[src/ssq_pkg.sv]
`timescale 1ns / 1ps
// ----------------------------------------------------------------------------
// Stable sorted priority queue package
// Shared entry type, cell control bundle, command and status codes.
// ----------------------------------------------------------------------------
package ssq_pkg;

  localparam int TIME_W   = 7;
  localparam int INFO_W   = 8;
  localparam int CNT_W    = 5;
  localparam int STATUS_W = 2;

  localparam logic CMD_INSERT = 1'b0;
  localparam logic CMD_REMOVE = 1'b1;

  localparam logic [STATUS_W-1:0] ST_DONE  = 2'd0;
  localparam logic [STATUS_W-1:0] ST_EMPTY = 2'd1;
  localparam logic [STATUS_W-1:0] ST_FULL  = 2'd2;

  localparam logic [CNT_W-1:0] CAP_RESET = 5'd16;

  typedef struct packed {
    logic [TIME_W-1:0] tm;
    logic [INFO_W-1:0] info;
  } entry_t;

  typedef struct packed {
    logic   do_ins;
    logic   do_rem;
    entry_t ent;
  } cell_ctrl_t;

endpackage

[src/ssq_cell.sv]
`timescale 1ns / 1ps
// ----------------------------------------------------------------------------
// Stable sorted priority queue cell
// Holds one entry of the sorted chain and shifts with its neighbors.
// ----------------------------------------------------------------------------
module ssq_cell #(
  parameter int IDX = 0
) (
  input  logic                        clk,
  input  ssq_pkg::cell_ctrl_t         ctrl,
  input  logic [ssq_pkg::CNT_W-1:0]   count,
  input  logic                        left_le,
  input  ssq_pkg::entry_t             left_ent,
  input  ssq_pkg::entry_t             right_ent,
  output logic                        le,
  output ssq_pkg::entry_t             ent
);
  import ssq_pkg::*;

  entry_t ent_r;
  entry_t ent_nxt;
  logic   occ;

  assign occ = (int'(count) > IDX);
  // An occupied entry with a time not above the new one stays ahead of it.
  assign le  = occ && (ent_r.tm <= ctrl.ent.tm);
  assign ent = ent_r;

  always_comb begin
    ent_nxt = ent_r;
    if (ctrl.do_ins) begin
      if (le) begin
        ent_nxt = ent_r;
      end else if (left_le) begin
        ent_nxt = ctrl.ent;
      end else begin
        ent_nxt = left_ent;
      end
    end else if (ctrl.do_rem) begin
      ent_nxt = right_ent;
    end
  end

  always_ff @(posedge clk) begin
    if (ctrl.do_ins || ctrl.do_rem) begin
      ent_r <= ent_nxt;
    end
  end

endmodule

[src/stable_sorted_priority_queue.sv]
`timescale 1ns / 1ps
// ----------------------------------------------------------------------------
// Stable sorted priority queue
// Bounded queue of (time, info) entries held in a sorted chain of cells.
// ----------------------------------------------------------------------------
// Every cell of the chain updates in the same cycle, so the queue accepts one
// insert or remove request per clock while in_ready is high and registers its
// result for the next cycle. in_ready drops only while a result waits to be
// taken; throughput is one request per cycle as long as out_ready stays high.
// Entries with equal times leave in arrival order. The capacity register
// limits the fill level (saturating at DEPTH, at most 31); a zero capacity
// refuses all inserts. Entry storage needs no clearing after reset.
module stable_sorted_priority_queue #(
  parameter int DEPTH = 16
) (
  input  logic                           clk,
  input  logic                           rst_n,
  input  logic                           in_valid,
  output logic                           in_ready,
  input  logic                           in_cmd,
  input  logic [ssq_pkg::TIME_W-1:0]     in_entry_time,
  input  logic [ssq_pkg::INFO_W-1:0]     in_entry_info,
  output logic                           out_valid,
  input  logic                           out_ready,
  output logic [ssq_pkg::TIME_W-1:0]     out_time,
  output logic [ssq_pkg::INFO_W-1:0]     out_info,
  output logic [ssq_pkg::STATUS_W-1:0]   out_status,
  output logic [ssq_pkg::CNT_W-1:0]      out_count,
  input  logic                           cfg_we,
  input  logic [ssq_pkg::CNT_W-1:0]      cfg_wdata
);
  import ssq_pkg::*;

  localparam int LIMIT_MAX_I = (DEPTH > 31) ? 31 : DEPTH;
  localparam logic [CNT_W-1:0] LIMIT_MAX = LIMIT_MAX_I[CNT_W-1:0];

  logic [CNT_W-1:0]    cap_r;
  logic [CNT_W-1:0]    cnt_r;
  logic [CNT_W-1:0]    cnt_nxt;
  logic [CNT_W-1:0]    limit;
  logic                out_valid_r;
  logic [TIME_W-1:0]   out_time_r;
  logic [INFO_W-1:0]   out_info_r;
  logic [STATUS_W-1:0] out_status_r;
  logic [CNT_W-1:0]    out_count_r;

  logic       accept;
  logic       full;
  logic       empty;
  cell_ctrl_t ctrl;

  entry_t ents [DEPTH];
  logic   les  [DEPTH];

  assign limit    = (cap_r > LIMIT_MAX) ? LIMIT_MAX : cap_r;
  assign full     = (cnt_r >= limit);
  assign empty    = (cnt_r == '0);
  assign in_ready = !out_valid_r || out_ready;
  assign accept   = in_valid && in_ready;

  assign ctrl.do_ins  = accept && (in_cmd == CMD_INSERT) && !full;
  assign ctrl.do_rem  = accept && (in_cmd == CMD_REMOVE) && !empty;
  assign ctrl.ent.tm   = in_entry_time;
  assign ctrl.ent.info = in_entry_info;

  always_comb begin
    cnt_nxt = cnt_r;
    if (ctrl.do_ins) begin
      cnt_nxt = cnt_r + 1'b1;
    end else if (ctrl.do_rem) begin
      cnt_nxt = cnt_r - 1'b1;
    end
  end

  genvar g;
  generate
    for (g = 0; g < DEPTH; g++) begin : g_cell
      logic   l_le;
      entry_t l_ent;
      entry_t r_ent;
      if (g == 0) begin : g_head
        assign l_le  = 1'b1;
        assign l_ent = ctrl.ent;
      end else begin : g_mid
        assign l_le  = les[g-1];
        assign l_ent = ents[g-1];
      end
      if (g == DEPTH - 1) begin : g_tail
        assign r_ent = ents[g];
      end else begin : g_body
        assign r_ent = ents[g+1];
      end
      ssq_cell #(.IDX(g)) u_cell (
        .clk       (clk),
        .ctrl      (ctrl),
        .count     (cnt_r),
        .left_le   (l_le),
        .left_ent  (l_ent),
        .right_ent (r_ent),
        .le        (les[g]),
        .ent       (ents[g])
      );
    end
  endgenerate

  always_ff @(posedge clk) begin
    if (!rst_n) begin
      cap_r       <= CAP_RESET;
      cnt_r       <= '0;
      out_valid_r <= 1'b0;
    end else begin
      if (cfg_we) begin
        cap_r <= cfg_wdata;
      end
      cnt_r <= cnt_nxt;
      if (accept) begin
        out_valid_r <= 1'b1;
      end else if (out_ready) begin
        out_valid_r <= 1'b0;
      end
    end
  end

  always_ff @(posedge clk) begin
    if (accept) begin
      out_time_r   <= ctrl.do_rem ? ents[0].tm : '0;
      out_info_r   <= ctrl.do_rem ? ents[0].info : '0;
      out_count_r  <= cnt_nxt;
      if (in_cmd == CMD_INSERT && full) begin
        out_status_r <= ST_FULL;
      end else if (in_cmd == CMD_REMOVE && empty) begin
        out_status_r <= ST_EMPTY;
      end else begin
        out_status_r <= ST_DONE;
      end
    end
  end

  assign out_valid  = out_valid_r;
  assign out_time   = out_time_r;
  assign out_info   = out_info_r;
  assign out_status = out_status_r;
  assign out_count  = out_count_r;

endmodule

[config.mk]
export PLATFORM = sky130hd
export DESIGN_NAME = stable_sorted_priority_queue
export DESIGN_NICKNAME = d
export VERILOG_FILES = /design/src/ssq_pkg.sv /design/src/ssq_cell.sv /design/src/stable_sorted_priority_queue.sv
export SDC_FILE = /design/constraint.sdc
export NUM_CORES = 1
export LEC_CHECK = 0
export ABC_AREA = 1
export BUFFER_PORTS_ARGS = -buffer_cell sky130_fd_sc_hd__buf_2
export CAP_MARGIN = 20
export CORE_MARGIN = 3
export CORE_UTILIZATION = 60
export DETAILED_ROUTE_END_ITERATION = 8
export PLACE_DENSITY = 0.84
export SETUP_SLACK_MARGIN = 0.3
export SKIP_LAST_GASP = 1
export SYNTH_ARGS = -nofsm -noshare
export SYNTH_HDL_FRONTEND = slang
export SYNTH_HIERARCHICAL = 1
export SYNTH_SLANG_ARGS = --single-unit
[constraint.sdc]
create_clock -name clk -period 9.7 [get_ports clk]
set_input_delay 2.425 -clock clk [delete_from_list [all_inputs] [get_ports clk]]
set_output_delay 2.425 -clock clk [all_outputs]
set_load 0.01 [all_outputs]
**Word level (Yosys, flattened, before mapping)**

Index checks and enable logic that the tools add are counted.
W data, S select, Z words.

- $add $sub $neg: 2
- Bitwise gates (word level): 2
- Reductions and logical operators: 47
- Muxes and demuxes: 66
- Eq/ne operators: 15
- Order comparisons: 34

Operators by type and width:

| operator | count |
|---|---|
| $mux W15 | 60 |
| $le A7 B7 Y1 | 16 |
| $reduce_and A3 Y1 | 16 |
| $gt A5 B4 Y1 const B | 8 |
| $ne A2 B2 Y1 const B | 15 |
| $logic_and A1 B1 Y1 | 23 |
| $gt A5 B3 Y1 const B | 4 |
| $mux W5 | 3 |
| $gt A5 B1 Y1 const B | 2 |
| $gt A5 B2 Y1 const B | 2 |
| $add A5 B1 Y5 const B | 1 |
| $ge A5 B5 Y1 | 1 |
| $gt A5 B5 Y1 const B | 1 |
| $logic_not A5 Y1 | 1 |
| $sub A5 B1 Y5 const B | 1 |
| $reduce_bool A2 Y1 | 2 |
| $logic_not A1 Y1 | 3 |
| $mux W1 | 3 |
| $logic_or A1 B1 Y1 | 2 |
| $not A1 Y1 | 2 |

- Word-level logic and storage cells: 205
- Input bits: 26
- Output and inout port bits: 24
- Register bits: 273

**Longest topological paths before layout**

- Word-level depth: 7
- Depth in mapped cells: 14

**Modules after synthesis**

The synthesis kept the hierarchy.

Modules (own cells, without submodules):

| module | cells each | sequential area each (µm²) | times used | area each (µm²) |
|---|---|---|---|---|
| ssq_cell (g_cell[12].u_cell ...) | 122 | 450.4 | 3 | 1103.6 |
| ssq_cell (g_cell[10].u_cell ...) | 122 | 450.4 | 2 | 1104.8 |
| ssq_cell (g_cell[2].u_cell ...) | 122 | 450.4 | 2 | 1101.1 |
| ssq_cell (g_cell[0].u_cell ...) | 122 | 450.4 | 2 | 1098.6 |
| ssq_cell (g_cell[13].u_cell ...) | 120 | 450.4 | 2 | 1094.8 |
| stable_sorted_priority_queue | 175 | 880.8 | 1 | 1601.5 |
| ssq_cell (g_cell[1].u_cell) | 122 | 450.4 | 1 | 1099.8 |
| ssq_cell (g_cell[5].u_cell) | 120 | 450.4 | 1 | 1098.6 |
| ssq_cell (g_cell[7].u_cell) | 120 | 450.4 | 1 | 1096.1 |
| ssq_cell (g_cell[11].u_cell) | 121 | 450.4 | 1 | 1094.8 |
| ssq_cell (g_cell[15].u_cell) | 119 | 450.4 | 1 | 1086.0 |

**Worst setup path before layout**

No wires, ideal clock.

- Path kind: input to output
- Start: in out_ready
- End: out in_ready
- Buffers on the path: 0
- Arrival time: 2549 ps
- Data required time: 7275 ps
- Stages: 2
- Slack: 4726 ps
- Cell sequence: inv_1 nand2_2

- Cells in the longest elaborated chain, start to end: 1

RTL lines:

| element | line | RTL |
|---|---|---|
| from (decl) | stable_sorted_priority_queue.sv:24 | `input logic out_ready,` |
| $logic_or A1 B1 Y1 | stable_sorted_priority_queue.sv:58 | `assign in_ready = !out_valid_r \|\| out_ready;` |
| to (decl) | stable_sorted_priority_queue.sv:19 | `output logic in_ready,` |

No other way between the ends.

**Final worst setup path**

Same ends and word-level chain as after synthesis.

==> summary.md <==
The run finished with clean final reports. The number of hold buffers added after CTS was 0. Maximum achievable frequency: 0.191 GHz. Leaving out fill and tap cells, the most frequent cell in the layout is sky130_fd_sc_hd__nand2_1. The total iterations of the first detailed-routing run was 5. The setup TNS came out at 0 ns.

The count of maximum capacitance violations is 0, and the placer congestion estimate is 0.971. The die is 185 um wide. In the layout the commonest cells are sky130_fd_sc_hd__nand2_1 (495), sky130_fd_sc_hd__edfxtp_1 (262), sky130_fd_sc_hd__inv_1 (228). The worst-case register-to-register setup slack was 5.05 ns; the final critical delay including setup and external delays was 5.24 ns. The tools report the final antenna-violating net count as 0.

At the pin with the least slew margin, the transition time is 1.08 ns. For the worst-skew pair, the clock arrives at the later sink with an insertion delay of 0.54 ns. The layout has 2332 filler cells. Relative to the synthesized area, the layout overhead comes to 5.52%. The maximum root-to-sink buffer count is 3. The critical hold path startpoint was cap_r[0]. Buffers inserted during clock tree synthesis total 29. The via count normalized by instance count works out to 6.04. The tools report the reg-to-reg endpoint as g_cell[3].u_cell/ent[11]. The run gives 0.0342 sq mm as the area of the die. The run gives 0 as the initial antenna violation count. The clock arrives with 0.00705 ns of skew. The count of pins over their slew limit is 0.

The repair_antennas step left the layout with diodes totalling 0. The largest individual stage delay along the critical path comes from the cell sky130_fd_sc_hd__buf_2. The worst-case IR drop observed on VDD is 128 uV. The root buffer cell chosen for the clock tree is sky130_fd_sc_hd__clkbuf_16. Clock-pin slew was measured on the worst setup and hold paths at 0.06 ns. During placement, the flow inserted port buffers numbering 49. In this run the static leakage power is 8.52 nW. The total area inside the core boundary comes to 0.0311 sq mm. The worst path uses 54.0% of the clock period.

Traced cell by cell, the critical path runs through buf_2 > inv_1 > nand2_2 > buf_2. The count of cell instances traversed by the critical path works out to 4. In the synthesized netlist, the number of instances is 2114.

The logs give 33.8 mm for the post-DP HPWL and 28.0% for the tightest slew margin relative to the limit. In this run the worst hold path is classified as reg -> reg. Type of the worst setup path: in -> out. The tools report the combined global-route utilization of all metal layers as 28.9%.

The H-tree level count came out at 1. Averaged over all synthesized cells, the footprint is 9.07 sq um. Setup repair after global routing left no endpoint under its margin. Combined area of all synthesized cells: 0.0192 sq mm. The launch point of the worst reg-to-reg path was cnt_r[3].

The count of final setup violators is 0, and the global-route wire length before repair is 78.6 mm. TritonCTS built the clock tree. The via count of the first global-routing pass is 15200, and the critical path data required time is 7.28 ns. The final hold violation count was 0; the critical path buffer and inverter count was 3. In the final routed layout, each cell accounts on average for 19.4 um. Counting stages on the worst path, the most repeated cell is sky130_fd_sc_hd__buf_2. In the routed design, unresolved DRC markers number 0. The starting density of the core was 61.7%. The clock drives 273 sinks.

The total overflow left after global routing is 0. The height of the chip is 185 um, and the placement row count is 64. The largest stage delay on the critical path was 0.14 ns; the final cell utilization of the core was 65.1%. The startpoint type of the worst setup path is an input pin.

The count of warnings emitted by yosys is 6, and the path depth of the worst reg2reg path is 10. Once the clock tree was built, the setup fixing pass inserted 0 buffers. The number of I/O pins came out at 50. The sink of the worst hold path was cap_r[0]. After layout, the design draws a total of 3.63 mW. For the pin count of the biggest net entering global routing, the log shows 105.

The post-route netlist has 22.6% of its cells at a drive strength greater than 1. The first routing iteration left 1623 violations. The number of resized instances in the post-cts repair step was 0. The final route contains 15500 vias. In this run the power density over the cells is 179 mW/mm^2.

The worst hold path depth was 2. The final layout contains routed wiring with a total length of 49.6 mm. For the data arrival time at the worst-slack endpoint, the log shows 2.81 ns. In this run the worst path has a maximum fanout of 4. The kind of cell with the highest combined delay along the critical path is buffers and inverters. For the layout net count, the log shows 2289. The category of the worst setup path capture point is a primary output.
==> state kept, by name, summed over array words and instances (netlist names) <==
register	count
g_cell.u_cell/ent	240
out_valid	1
out_time	7
out_status	2
cap_r	5
cnt_r	5
out_count	5
out_info	8
==> where the power goes <==
part / total [mW] / switching (mW) / internal [mW]
sequential: 1.67 / 0.137 / 1.53
combinational: 0.922 / 0.642 / 0.281
clock: 1.04 / 0.447 / 0.593
==> metrics by stage <==
stage / setup slack, ns / cell area (sq um) / hold WS [ns] / std cells
floorplan: 4.73 / 19200 / 0.434 / 2120
global placement: 4.29 / 19400 / 0.460 / 2509
detailed placement: 4.15 / 19400 / 0.472 / 2509
CTS: 4.47 / 20200 / 0.483 / 2560
global route: 4.32 / 20200 / 0.515 / 2560
finish: 4.46 / 20200 / 0.476 / 2560
==> how the worst max path moves through the flow <==
stage,from,slack [ns],end
2_1_floorplan,out_ready,4.73,in_ready
3_3_place_gp,out_ready,4.29,g_cell[0].u_cell/ent[3]
3_5_place_dp,out_ready,4.15,g_cell[0].u_cell/ent[5]
4_1_cts,out_ready,4.47,in_ready
5_1_grt,out_ready,4.32,g_cell[4].u_cell/ent[4]
6_report,out_ready,4.46,in_ready
==> worst reg2reg max path: cells and delay by family, from the launching register on <==
family / cells / cell delay (ns)
flops: 1 / 1.03
simple gates: 4 / 0.87
buf+inv: 4 / 1.72
fa+ha+maj: 1 / 0.39
compound gates: 1 / 0.23
==> metal layers <==
layer  track usage, %  routed length, um  vias to the layer above
met1             38.7              19400                     7340
met5                0                  0                        -
met3             3.87               4570                      193
met4             11.6               2200                        0
li1                 -                  -                     7135
met2             47.7              23500                      807
==> layout make-up <==
class / instances / area, sq um / area share [%]
multi-input combinational: 1519 / 9480 / 46.8
sequential: 273 / 8090 / 40.0
inverter: 262 / 991 / 4.90
clock buffer: 32 / 737 / 3.64
tap: 396 / 495 / 2.45
timing repair buffer: 59 / 320 / 1.58
clock inverter: 19 / 133 / 0.655
Note: power is estimated with default switching activity, not from simulation.
